--- config.mk ---
export PLATFORM = sky130hd
export DESIGN_NAME = held_lock_set_table
export DESIGN_NICKNAME = d
export VERILOG_FILES = /design/src/rtl/hlst_pkg.sv /design/src/rtl/held_lock_set_table.sv
export SDC_FILE = /design/constraint.sdc
export NUM_CORES = 1
export LEC_CHECK = 0
export ABC_AREA = 1
export BUFFER_PORTS_ARGS = -buffer_cell sky130_fd_sc_hd__clkbuf_2
export CAP_MARGIN = 20
export CORE_ASPECT_RATIO = 1.75
export CORE_MARGIN = 2
export CORE_UTILIZATION = 45
export DETAILED_ROUTE_END_ITERATION = 12
export REMOVE_ABC_BUFFERS = 1
export SLEW_MARGIN = 15
export SYNTH_ARGS = -nofsm -noshare
export SYNTH_HDL_FRONTEND = slang
export SYNTH_SLANG_ARGS = --single-unit
--- constraint.sdc ---
create_clock -name clk -period 26.1 [get_ports clk]
set_clock_uncertainty 0.2 [all_clocks]
set_input_delay 2.61 -clock clk [delete_from_list [all_inputs] [get_ports clk]]
set_output_delay 2.61 -clock clk [all_outputs]
set_load 0.01 [all_outputs]
--- src/rtl/hlst_pkg.sv ---
package hlst_pkg;

  // Default number of entries in the set.
  localparam int unsigned SET_DEPTH_DEF = 16;

  // Field widths of the request and result items.
  localparam int unsigned REQ_W   = 2;
  localparam int unsigned ID_W    = 64;
  localparam int unsigned STACK_W = 32;
  localparam int unsigned STAT_W  = 2;
  localparam int unsigned HC_W    = 5;

  // Request types.
  localparam logic [REQ_W-1:0] REQ_ACQUIRE = 2'd0;
  localparam logic [REQ_W-1:0] REQ_RELEASE = 2'd1;
  localparam logic [REQ_W-1:0] REQ_CLEAR   = 2'd2;

  // Status codes.
  localparam logic [STAT_W-1:0] ST_OK       = 2'd0;
  localparam logic [STAT_W-1:0] ST_FULL     = 2'd1;
  localparam logic [STAT_W-1:0] ST_NOT_HELD = 2'd2;
  localparam logic [STAT_W-1:0] ST_MISMATCH = 2'd3;

  // One held lock as stored in the table memory.
  typedef struct packed {
    logic [ID_W-1:0]    id;
    logic               is_write;
    logic [STACK_W-1:0] stack;
  } entry_t;

endpackage

--- src/rtl/held_lock_set_table.sv ---
// Held lock set table: the set of locks held by one thread.
// Input channel (in_*): one request item per handshake; req_type selects
// acquire, release or clear. Result channel (out_*): exactly one item per
// request, carrying a status code and the number of locks held afterwards.
// Both channels move an item on a clock edge where valid is high and stall
// is low.
// Acquire, clear, the unused request type and a release on an empty set
// finish in the accept cycle; the result is registered and appears on the
// next cycle. Any other release scans the table from the newest entry down
// through one memory read port, one entry per cycle: a state to start the
// read, a scan state that compares the entries, a state that moves the last
// entry into the freed slot, and one to load the result register.
// One request is worked on at a time; the next one is taken once the
// sequencer is back in idle and the result register is free or draining.
// While the receiver stalls, the result register holds its item and the
// input channel stalls as well.
// Reset empties the set (count zero) and drops any pending result; the
// table memory itself is not cleared, since only entries below the count
// are ever read.
module held_lock_set_table #(
  parameter int unsigned SET_DEPTH = hlst_pkg::SET_DEPTH_DEF
) (
  input  logic                         clk,
  input  logic                         rst_n,
  input  logic                         in_valid,
  output logic                         in_stall,
  input  logic [hlst_pkg::REQ_W-1:0]   in_req_type,
  input  logic [hlst_pkg::ID_W-1:0]    in_lock_id,
  input  logic                         in_is_write,
  input  logic [hlst_pkg::STACK_W-1:0] in_stack_handle,
  output logic                         out_valid,
  input  logic                         out_stall,
  output logic [hlst_pkg::STAT_W-1:0]  out_status,
  output logic [hlst_pkg::HC_W-1:0]    out_held_count
);
  import hlst_pkg::*;

  localparam int unsigned IW = (SET_DEPTH > 1) ? $clog2(SET_DEPTH) : 1;
  localparam int unsigned CW = $clog2(SET_DEPTH + 1);

  // Sequencer states.
  localparam logic [2:0] S_IDLE  = 3'd0;
  localparam logic [2:0] S_PRIME = 3'd1;
  localparam logic [2:0] S_SCAN  = 3'd2;
  localparam logic [2:0] S_MOVE  = 3'd3;
  localparam logic [2:0] S_DONE  = 3'd4;

  logic [2:0]        state_r, state_nxt;
  logic [CW-1:0]     count_r, count_nxt;
  logic [IW-1:0]     ptr_r, ptr_nxt;
  logic [ID_W-1:0]   id_r, id_nxt;
  logic              wr_mode_r, wr_mode_nxt;
  logic [STAT_W-1:0] status_r, status_nxt;
  logic              out_valid_r, out_valid_nxt;
  logic [STAT_W-1:0] out_status_r, out_status_nxt;
  logic [HC_W-1:0]   out_count_r, out_count_nxt;

  // Table memory with one write port and one registered read port.
  entry_t            mem [SET_DEPTH];
  entry_t            rd_data_r;
  logic [IW-1:0]     rd_addr;
  logic              wr_en;
  logic [IW-1:0]     wr_addr;
  entry_t            wr_data;

  logic              in_accept;
  logic              out_free;
  logic [IW-1:0]     last_idx;
  logic              hit;

  assign out_free  = !out_valid_r || !out_stall;
  assign in_stall  = (state_r != S_IDLE) || !out_free;
  assign in_accept = in_valid && !in_stall;
  assign last_idx  = IW'(count_r - CW'(1));
  assign hit       = (rd_data_r.id == id_r);

  // Sequencer: decode requests, scan the table and compact it on release.
  always_comb begin
    state_nxt      = state_r;
    count_nxt      = count_r;
    ptr_nxt        = ptr_r;
    id_nxt         = id_r;
    wr_mode_nxt    = wr_mode_r;
    status_nxt     = status_r;
    out_valid_nxt  = out_valid_r && out_stall;
    out_status_nxt = out_status_r;
    out_count_nxt  = out_count_r;
    rd_addr        = last_idx;
    wr_en          = 1'b0;
    wr_addr        = count_r[IW-1:0];
    wr_data        = '{id: in_lock_id, is_write: in_is_write, stack: in_stack_handle};

    case (state_r)
      S_IDLE: begin
        if (in_accept) begin
          id_nxt      = in_lock_id;
          wr_mode_nxt = in_is_write;
          case (in_req_type)
            REQ_ACQUIRE: begin
              out_valid_nxt = 1'b1;
              if (count_r == CW'(SET_DEPTH)) begin
                out_status_nxt = ST_FULL;
                out_count_nxt  = HC_W'(count_r);
              end else begin
                wr_en          = 1'b1;
                count_nxt      = count_r + CW'(1);
                out_status_nxt = ST_OK;
                out_count_nxt  = HC_W'(count_r + CW'(1));
              end
            end
            REQ_RELEASE: begin
              if (count_r == '0) begin
                out_valid_nxt  = 1'b1;
                out_status_nxt = ST_NOT_HELD;
                out_count_nxt  = HC_W'(count_r);
              end else begin
                // Start reading the newest entry.
                ptr_nxt   = last_idx;
                state_nxt = S_PRIME;
              end
            end
            REQ_CLEAR: begin
              count_nxt      = '0;
              out_valid_nxt  = 1'b1;
              out_status_nxt = ST_OK;
              out_count_nxt  = '0;
            end
            default: begin
              out_valid_nxt  = 1'b1;
              out_status_nxt = ST_OK;
              out_count_nxt  = HC_W'(count_r);
            end
          endcase
        end
      end
      S_PRIME: begin
        // Read data for the newest entry arrives on the next cycle.
        state_nxt = S_SCAN;
      end
      S_SCAN: begin
        // Compare one entry per cycle while the next one is read.
        if (hit) begin
          if (rd_data_r.is_write != wr_mode_r) begin
            status_nxt = ST_MISMATCH;
            state_nxt  = S_DONE;
          end else begin
            rd_addr   = last_idx;
            state_nxt = S_MOVE;
          end
        end else if (ptr_r == '0) begin
          status_nxt = ST_NOT_HELD;
          state_nxt  = S_DONE;
        end else begin
          rd_addr   = ptr_r - IW'(1);
          ptr_nxt   = ptr_r - IW'(1);
        end
      end
      S_MOVE: begin
        // Move the last entry into the released slot.
        wr_en      = 1'b1;
        wr_addr    = ptr_r;
        wr_data    = rd_data_r;
        count_nxt  = count_r - CW'(1);
        status_nxt = ST_OK;
        state_nxt  = S_DONE;
      end
      S_DONE: begin
        if (out_free) begin
          out_valid_nxt  = 1'b1;
          out_status_nxt = status_r;
          out_count_nxt  = HC_W'(count_r);
          state_nxt      = S_IDLE;
        end
      end
      default: begin
        state_nxt = S_IDLE;
      end
    endcase
  end

  // Control registers.
  always_ff @(posedge clk) begin
    if (!rst_n) begin
      state_r     <= S_IDLE;
      count_r     <= '0;
      out_valid_r <= 1'b0;
    end else begin
      state_r     <= state_nxt;
      count_r     <= count_nxt;
      out_valid_r <= out_valid_nxt;
    end
  end

  // Payload registers.
  always_ff @(posedge clk) begin
    ptr_r        <= ptr_nxt;
    id_r         <= id_nxt;
    wr_mode_r    <= wr_mode_nxt;
    status_r     <= status_nxt;
    out_status_r <= out_status_nxt;
    out_count_r  <= out_count_nxt;
  end

  // Table memory.
  always_ff @(posedge clk) begin
    if (wr_en) begin
      mem[wr_addr] <= wr_data;
    end
    rd_data_r <= mem[rd_addr];
  end

  assign out_valid      = out_valid_r;
  assign out_status     = out_status_r;
  assign out_held_count = out_count_r;

  // The count never exceeds the table depth.
  a_count_range: assert property (@(posedge clk) disable iff (!rst_n)
    count_r <= CW'(SET_DEPTH))
    else $error("held count exceeds table depth");

  // The scan pointer always addresses a held entry.
  a_scan_in_range: assert property (@(posedge clk) disable iff (!rst_n)
    state_r == S_SCAN |-> CW'(ptr_r) < count_r)
    else $error("scan pointer outside held entries");

  // A compaction removes exactly one entry.
  a_move_shrinks: assert property (@(posedge clk) disable iff (!rst_n)
    state_r == S_MOVE |=> count_r == $past(count_r) - CW'(1))
    else $error("compaction did not remove one entry");

  // No request is taken while a release is in progress.
  a_no_accept_busy: assert property (@(posedge clk) disable iff (!rst_n)
    (state_r == S_PRIME || state_r == S_SCAN || state_r == S_MOVE) |-> !in_accept)
    else $error("request accepted while busy");

  // A finished release is not lost while the result register is busy.
  a_done_holds: assert property (@(posedge clk) disable iff (!rst_n)
    state_r == S_DONE && !out_free |=> state_r == S_DONE)
    else $error("pending result dropped");

endmodule

---- Word-level counts from Yosys, hierarchy flattened ----
Memories as Yosys holds them, arrays and structs flattened. A register that Yosys moved wholly into a read port is not among the register bits.
Index checks and enable logic that the tools add are counted.
operators by class
  shift operators ......................... 0
  equal/unequal tests ..................... 19
  reduce and logical (&&, ||, !) cells .... 23
  add/sub/neg operators ................... 3
  bitwise gates (word level) .............. 0
  divide/modulo/power cells ............... 0
  mux-type cells .......................... 49
  $lt $le $gt $ge ......................... 0
  multipliers ............................. 0
operator list
  cell                                                                    count
  97-bit 2-to-1 mux                                                       1
  64-bit equality test                                                    1
  4-bit 2-to-1 mux                                                        9
  5-bit case mux with 2 select lines                                      3
  5-bit 2-to-1 mux                                                        5
  3-bit 2-to-1 mux                                                        7
  3-bit case mux with 5 select lines                                      1
  5-bit case mux with 3 select lines                                      1
  2-bit 2-to-1 mux                                                        6
  2-bit case mux with 2 select lines                                      3
  1-bit 2-to-1 mux                                                        10
  2-bit inequality test (second input constant)                           5
  3-bit inequality test (second input constant)                           3
  4-bit case mux with 2 select lines                                      1
  2-bit nonzero test                                                      4
  3-bit by 2-bit equality test with 1-bit output (second input constant)  2
  3-bit AND reduction                                                     2
  6-bit AND reduction                                                     1
  5-bit by 1-bit adder with 5-bit output (second input constant)          1
  5-bit equality test (second input constant)                             1
  5-bit zero test                                                         1
  5-bit AND reduction                                                     1
  5-bit by 1-bit subtractor with 5-bit output (second input constant)     1
  1-bit zero test                                                         4
  17 further kinds                                                        20
storage, ports and cells
  bits in latches ......................... 0
  bits in read-only memories .............. 0
  bits in registers ....................... 87
  memories kept ........................... 1
  memory bits (writable) .................. 1552
memory list
  memory  words  width  rd ports  clocked after Yosys merged registers in  write ports  line                       source
  mem     16     97     1         1                                        1            held_lock_set_table.sv:59  entry_t mem [SET_DEPTH];

---- Logic depth before layout (Yosys ltp) ----
Gate-level depths: netlist (run 1).
  depth after elaboration ................. 10
  gate-level depth with buffers ........... 20
  depth with buffers taken out ............ 18

---- Worst setup path after synthesis (run 1) ----
No wires, ideal clock.
  path kind ............................... input-to-reg
  start point ............................. in out_stall
  end point ............................... mem mem[15][32] (netlist bit), enable pin
  setup slack ............................. 14334 ps
  arrival time ............................ 10918 ps
  stages on the path ...................... 6
  required time ........................... 25252 ps
  cell sequence ........................... nand2_1 > nand3_1 > inv_1 > a21oi_1 > clkbuf_1 > nor4_1
between the ends
  word-level cells in the longest chain between the ends .. 10
ends and longest elaborated chain
  what                                    line                        source
  start: declaration                      held_lock_set_table.sv:32   input logic out_stall,
  1-bit zero test                         held_lock_set_table.sv:71   assign out_free = !out_valid_r || !out_stall;
  1-bit logical OR                        held_lock_set_table.sv:71
  1-bit zero test                         held_lock_set_table.sv:72   assign in_stall = (state_r != S_IDLE) || !out_free;
  1-bit logical OR                        held_lock_set_table.sv:72
  1-bit zero test                         held_lock_set_table.sv:73   assign in_accept = in_valid && !in_stall;
  1-bit logical AND                       held_lock_set_table.sv:73
  1-bit 2-to-1 mux                        held_lock_set_table.sv:95   if (in_accept) begin
  1-bit case mux with 2 select lines      held_lock_set_table.sv:93   case (state_r)
  1-bit 2-to-1 mux                        held_lock_set_table.sv:206  if (wr_en) begin
  1-bit 2-to-1 mux (not written as such)  held_lock_set_table.sv:207  mem[wr_addr] <= wr_data;
  end: declaration                        held_lock_set_table.sv:59
Every way passes these cells.

---- Worst setup path after layout (run 1) ----
  start point ............................. in out_stall
  end point ............................... mem mem[12][90] (netlist bit), enable pin
Same word-level chain as after synthesis.

==> flow_summary.toml, run 1 <==
[critical_path]
critPathArrivalTime_ns = 6.79
slowest_delay_ns = 0.72
cp.buffers_inverters = 4
worstReg2RegStart = "id_r[40]"
timing.critical_path.to_type = "flip-flop"
cpMaxStageDelayCell = "nor2_4"
crit_path_cell_trace = "clkbuf_2 -> nand2_1 -> nand3_1 -> inv_4 -> a21oi_1 -> nor2_1 -> nand3_1 -> nor2_4 -> buf_4 -> buf_4"
timing.critical_path.max_delay_family = "buffers and inverters"
critPathLaunch = "out_stall"
cp_data_required_time_ns = 26.23
worstSetupPathType = "primary input to flip-flop"
crit_path_max_fanout = 35
start_kind = "primary input"

[synthesis]
synth.cell_area_sq_mm = 0.0523
syn-mean-instance-area_sq_um = 10.1
yosys_warnings = 0
syn-instance-count = 5177
ys_types = 34
synth.area.top_cells = "edfxtp_1, nand3_1, inv_1"
netlist.top_cell.by_area = "edfxtp_1"
ys_ff_latch = 1192
synth_sequential_area_ratio_pct = 67.1
yosys_top_cell_area_share_pct = 64.2

[floorplan]
die-width_microns = 262
initial_cell_density_of_the_core_pct = 45.3
fp.coreArea_sq_mm = 0.115
ios = 112
num_rows = 165
die-height_microns = 455
design.die.area_sq_mm = 0.119

[detailed_routing]
ant_nets = 0
drt-initial-drc-count = 2811
routedWlPerCell_microns = 20.3
wl_mm = 138
detail_route.vias_per_cell = 5.19
via_count_of_the_routed_design = 35400
first_pass_iters = 6
route.detailed.drc = 0

[clock_tree]
clk_root_buffer_cell = "clkbuf_16"
max-clock-path-buffers = 3
tritoncts_num_sinks = 1192
cts_tree = "built"
cts_resized = 0
clkLatencyLatePin_ns = 0.72
number_of_clock_buffers_inserted_by_tritoncts = 105
cts_setup_buffers = 0
cts_htree_levels = 3
worst_path_clk_slew_ns = 0.07
cts_hold_buf = 0

[worst_hold_path]
hold_path.startpoint = "status_r[1]"
hold_path_class = "flip-flop to flip-flop"

[grt]
grt_pass1_wl_mm = 206
grt_total_ovfl = 0
grt_util_met3_pct = 2.78
busiest_layer = "met2"
grt_use_met1_pct = 29.1
grt.met2_usage_pct = 41.1
antenna_found_initial = 0
via_count_of_the_first_global_routing_pass = 34000
pin_count_of_the_biggest_net_entering_global_routing = 169
grt_use_total_pct = 23.2

[sta]
timing.slew.headroom_pct = 20.9
drv_slew = 0
final_hold_viols = 0
setup_viol = 0
timing.final.crit_share_pct = 25.5
timing.setup.tns_ns = 0
holdWs_ns = 0.314
worst_slew_pin_slew_ns = 1.19
period_minus_slack_ns = 6.66
achievable-frequency_mhz = 150
setup_repair_after_global_routing_missed_its_margin = "false"

[power_and_ir_drop]
sw_frac_of_total_pct = 30.6
cellPowerDensity_mw_per_mm2 = 84.2
p_total_mw = 4.88
leakagePower_nw = 25.3
cellInternalPower_mw = 3.38
power_frac_comb_pct = 21.2
ir_drop_uv = 74.7
clockPowerShare_pct = 33.1
switchingPower_mw = 1.49
share_seq_of_total_power_pct = 45.7

[job]
drv_cap = 0

[placement]
post_dp_cell_area_sq_mm = 0.0544
place.gp.congestion = 0.766
place.detailed.hpwl_mm = 67.5
io_buffer_count = 79

[run_status]
outcome = "finished, final reports clean"

[cells_and_area]
final_nets = 5323
final_design_area_no_fill_sq_mm = 0.0579
antenna_cells_inserted = 0
drive_gt1_share_pct = 7.58
areaGrowthSynthToFinish_pct = 10.8
==> cells in the mapped netlist, drive strengths merged <==
cell / number
a211oi: 5
a21boi: 1
a21oi: 9
a31oi: 1
buf: 189
clkbuf: 76
clkinv: 2
dfxtp: 74
edfxtp: 1118
ha: 5
inv: 1182
nand2: 1088
nand3: 1252
nand4: 1
nor2: 72
nor3: 3
nor4: 1
o211ai: 1
o21a: 1
o21ai: 68
o22ai: 8
o311ai: 1
xnor2: 3
xor2: 16
==> cell families after synthesis <==
kind of cell    after synthesis  synth area share, %
flops                      1192                 67.1
simple gates               2417                 20.4
fa+ha+maj                     5                0.120
compound gates               95                 1.03
xor+xnor                     19                0.318
buf+inv                    1449                 11.0
==> worst reg2reg max path, stage by stage, from the launching register on <==
cell and delay [ns]:
edfxtp_1 0.39, nand2_1 0.08, nand2_1 0.18, nor2_1 0.20
nand2_1 0.12, nor2_1 0.44, nand2_1 0.13, nor2_2 0.18
nand2_2 0.17, nand2_2 0.42, nand2_8 0.51, nand2_4 0.83
buf_4 0.77, buf_4 0.82, nand2_1 0.18, nand3_1 0.12
nand3_1 0.09, nand3_1 0.16, nand2_1 0.08
==> layer usage <==
metal | vias up | wire length, microns
li1 | 16800 | -
met1 | 17100 | 54900
met2 | 1229 | 70200
met3 | 247 | 8340
met4 | 0 | 4460
met5 | - | 0
==> flip-flops by register name, summed over array words and instances, names as in the netlist <==
register	count
count_r	5
id_r	64
mem	1040
out_held_count	5
out_status	2
out_valid	1
ptr_r	4
rd_data_r	65
state_r	3
status_r	2
wr_mode_r	1
==> worst paths after layout <==
path | endpoint | slack, ns | cells after the start
max | mem[12][90] | 19.44 | 10
min | out_status[1] | 0.31 | 2
max reg2reg | rd_data_r[58] | 19.95 | 18
min reg2reg | out_status[1] | 0.31 | 2
==> area by class of cell <==
| cell class | instances | area, sq um |
|---|---|---|
| Tap cell | 1503 | 1880 |
| Multi-Input combinational cell | 2536 | 11600 |
| Fill cell | 10000 | 57500 |
| Clock inverter | 62 | 631 |
| Clock buffer | 134 | 2940 |
| Timing Repair Buffer | 196 | 1330 |
| Inverter | 1184 | 4460 |
| Sequential cell | 1192 | 35100 |
==> metrics by stage <==
stage | instances | worst slack (ns) | utilization, %
after floorplan | 4912 | 14.22 | -
after global placement | 6609 | 18.81 | 47.1
after detailed placement | 6610 | 18.74 | 47.1
after CTS | 6806 | 19.48 | 50.2
after global routing | 6807 | 19.32 | 50.2
final | 6807 | 19.44 | 50.2
==> power by group through the flow <==
stage	clock (mW)	combinational, mW	sequential [mW]
6_report	1.61	1.04	2.23
3_3_place_gp	0	1.03	2.27
2_1_floorplan	0	0.711	2.26
5_1_grt	1.70	1.15	2.24
3_5_place_dp	0	1.04	2.27
4_1_cts	1.63	1.04	2.23
==> cell usage in the layout, fill, tap and decap left out, drive strengths merged, types with 5 or more instances in the layout <==
| cell | instances |
|---|---|
| nand3 | 1252 |
| inv | 1183 |
| edfxtp | 1118 |
| nand2 | 1088 |
| clkbuf | 213 |
| buf | 117 |
| dfxtp | 74 |
| nor2 | 72 |
| o21ai | 68 |
| clkinv | 44 |
| xor2 | 16 |
| bufinv | 12 |
| a21oi | 9 |
| o22ai | 8 |
| clkinvlp | 7 |
| a211oi | 5 |
| ha | 5 |
Note: power is estimated with default switching activity, not from simulation.
==> run 2: changes to the inputs <==
==> constraint.sdc (replaced) <==
create_clock -name clk -period 6.4 [get_ports clk]
set_clock_uncertainty 0.2 [all_clocks]
set_input_delay 0.64 -clock clk [delete_from_list [all_inputs] [get_ports clk]]
set_output_delay 0.64 -clock clk [all_outputs]
set_load 0.01 [all_outputs]
==> flow_summary.toml, run 2 (same netlist as run 1, synthesis figures left out) <==
[run_status]
outcome = "finished, final reports clean"

[floorplan]
num_rows = 165
die-width_microns = 262
design.die.area_sq_mm = 0.119
initial_cell_density_of_the_core_pct = 45.3
fp.coreArea_sq_mm = 0.115
ios = 112
die-height_microns = 455

[grt]
via_count_of_the_first_global_routing_pass = 34300
antenna_found_initial = 3
pin_count_of_the_biggest_net_entering_global_routing = 152
grt_total_ovfl = 0
grt_use_total_pct = 23.5
grt_pass1_wl_mm = 208

[detailed_routing]
route.detailed.drc = 0
ant_nets = 0
first_pass_iters = 5
via_count_of_the_routed_design = 35800
drt-initial-drc-count = 3124
wl_mm = 139
detail_route.vias_per_cell = 5.20
routedWlPerCell_microns = 20.1

[sta]
timing.final.crit_share_pct = 78.8
fin_ws_ns = 1.36
worst_slew_pin_slew_ns = 1.18
holdWs_ns = 0.151
timing.slew.headroom_pct = 21.3
final_hold_viols = 0
setup_repair_after_global_routing_missed_its_margin = "false"
setup_viol = 0
achievable-frequency_mhz = 198
drv_slew = 0
period_minus_slack_ns = 5.04

[critical_path]
start_kind = "flip-flop"
timing.critical_path.to_type = "flip-flop"
critPathArrivalTime_ns = 5.45
worstReg2RegStart = "id_r[40]"
crit_path_max_fanout = 85
r2r.worst_path.cells = 17
worst-r2r-setup-slack_ns = 1.36
cp_data_required_time_ns = 6.80
worstSetupPathType = "flip-flop to flip-flop"
worst_r2r_endpoint = "rd_data_r[76]"
critPathLaunch = "id_r[40]"

[power_and_ir_drop]
sw_frac_of_total_pct = 30.8
leakagePower_nw = 25.7
ir_drop_uv = 252
cellInternalPower_mw = 13.9
clockPowerShare_pct = 33.1
power_frac_comb_pct = 21.6
cellPowerDensity_mw_per_mm2 = 340
share_seq_of_total_power_pct = 45.4
switchingPower_mw = 6.16

[placement]
io_buffer_count = 79
place.detailed.hpwl_mm = 68.3
dpl_worst_slack_ns = 1.28
place.gp.congestion = 0.767

[clock_tree]
max-clock-path-buffers = 3
clkLatencyLatePin_ns = 0.73
number_of_clock_buffers_inserted_by_tritoncts = 107
cts_htree_levels = 3
cts_resized = 0
worst_path_clk_slew_ns = 0.07
cts_tree = "built"
tritoncts_num_sinks = 1192
clk_root_buffer_cell = "clkbuf_16"

[cells_and_area]
layout.filler_cells = 9956
final_cell_mix = "nand3_1, inv_1, edfxtp_1, nand2_1, clkbuf_16"
final_nets = 5402
largest-register = "mem"
areaGrowthSynthToFinish_pct = 12.7
layout.cells.most_common = "nand3_1"
drive_gt1_share_pct = 7.70
reg_top3 = "mem: 1040 flops, rd_data_r: 65 flops, id_r: 64 flops"
utilization_pct = 51.1
largest_register_ffs = 1040

[worst_hold_path]
cell_depth_of_the_worst_min_delay_path = 4
min_to = "out_status[1]"
hold_path_class = "primary input to flip-flop"
hold_path.startpoint = "in_req_type[1]"

[job]
drv_cap = 0
==> run 2: final cells by class <==
type                    count  area (sq um)  area share (%)
repair buffers            273          2270            3.85
diodes                      1          2.50         0.00425
well taps                1503          1880            3.19
clock inverters            70           697            1.18
multi-input cells        2536         11600            19.8
flip-flops and latches   1192         35100            59.5
inverters                1184          4460            7.57
clock buffers             134          2910            4.94
==> run 2: worst max path at each step <==
stage / depth (start not counted) / to / slack (ns)
2_1_floorplan: 14 / rd_data_r[34] / -4.74
3_3_place_gp: 17 / rd_data_r[76] / 1.32
3_5_place_dp: 17 / rd_data_r[75] / 1.28
4_1_cts: 17 / rd_data_r[75] / 1.23
5_1_grt: 17 / rd_data_r[76] / 0.98
6_report: 17 / rd_data_r[76] / 1.36
==> run 2: power groups by stage <==
stage	sequential, mW	clock, mW	combinational, mW
6_report	9.09	6.62	4.32
5_1_grt	9.12	7.01	4.79
2_1_floorplan	9.23	0	2.90
3_3_place_gp	9.24	0	4.26
3_5_place_dp	9.25	0	4.30
4_1_cts	9.08	6.71	4.35
==> run 2: worst max-delay path: stages (launching register included) <==
cell and delay [ns]:
edfxtp_1 0.38, nand2_1 0.08, nand2_1 0.17, nor2_1 0.24, nand2_1 0.10, nor2_1 0.42
nand2_1 0.13, nor2_2 0.20, nand2_2 0.16, nand2_2 0.40, nand2_8 0.51, nand2_4 0.87
buf_4 0.45, nand2_1 0.11, nand3_1 0.10, nand3_1 0.08, nand3_1 0.12, nand2_1 0.08
==> run 2: metrics by stage <==
step	instances	area, sq um	setup TNS, ns	power [mW]
after floorplan	4912	50900	-2100.52	12.1
after global placement	6621	54600	0	13.5
after detailed placement	6621	54600	0	13.5
after CTS	6892	58900	0	20.1
after global routing	6893	58900	0	20.9
final	6893	58900	0	20.0
==> run 2: routing by layer <==
metal	routed length, microns	vias to the layer above	GRT usage [%]
met1	55800	17300	29.7
met5	22	-	0
li1	-	17000	-
met3	8880	258	2.67
met2	69600	1286	41.2
met4	4510	4	9.17
==> run 2: repair_timing <==
item,CTS,global route
endpoints found under the hold margin,69,0
buffers inserted,0,0
hold buffers,67,0
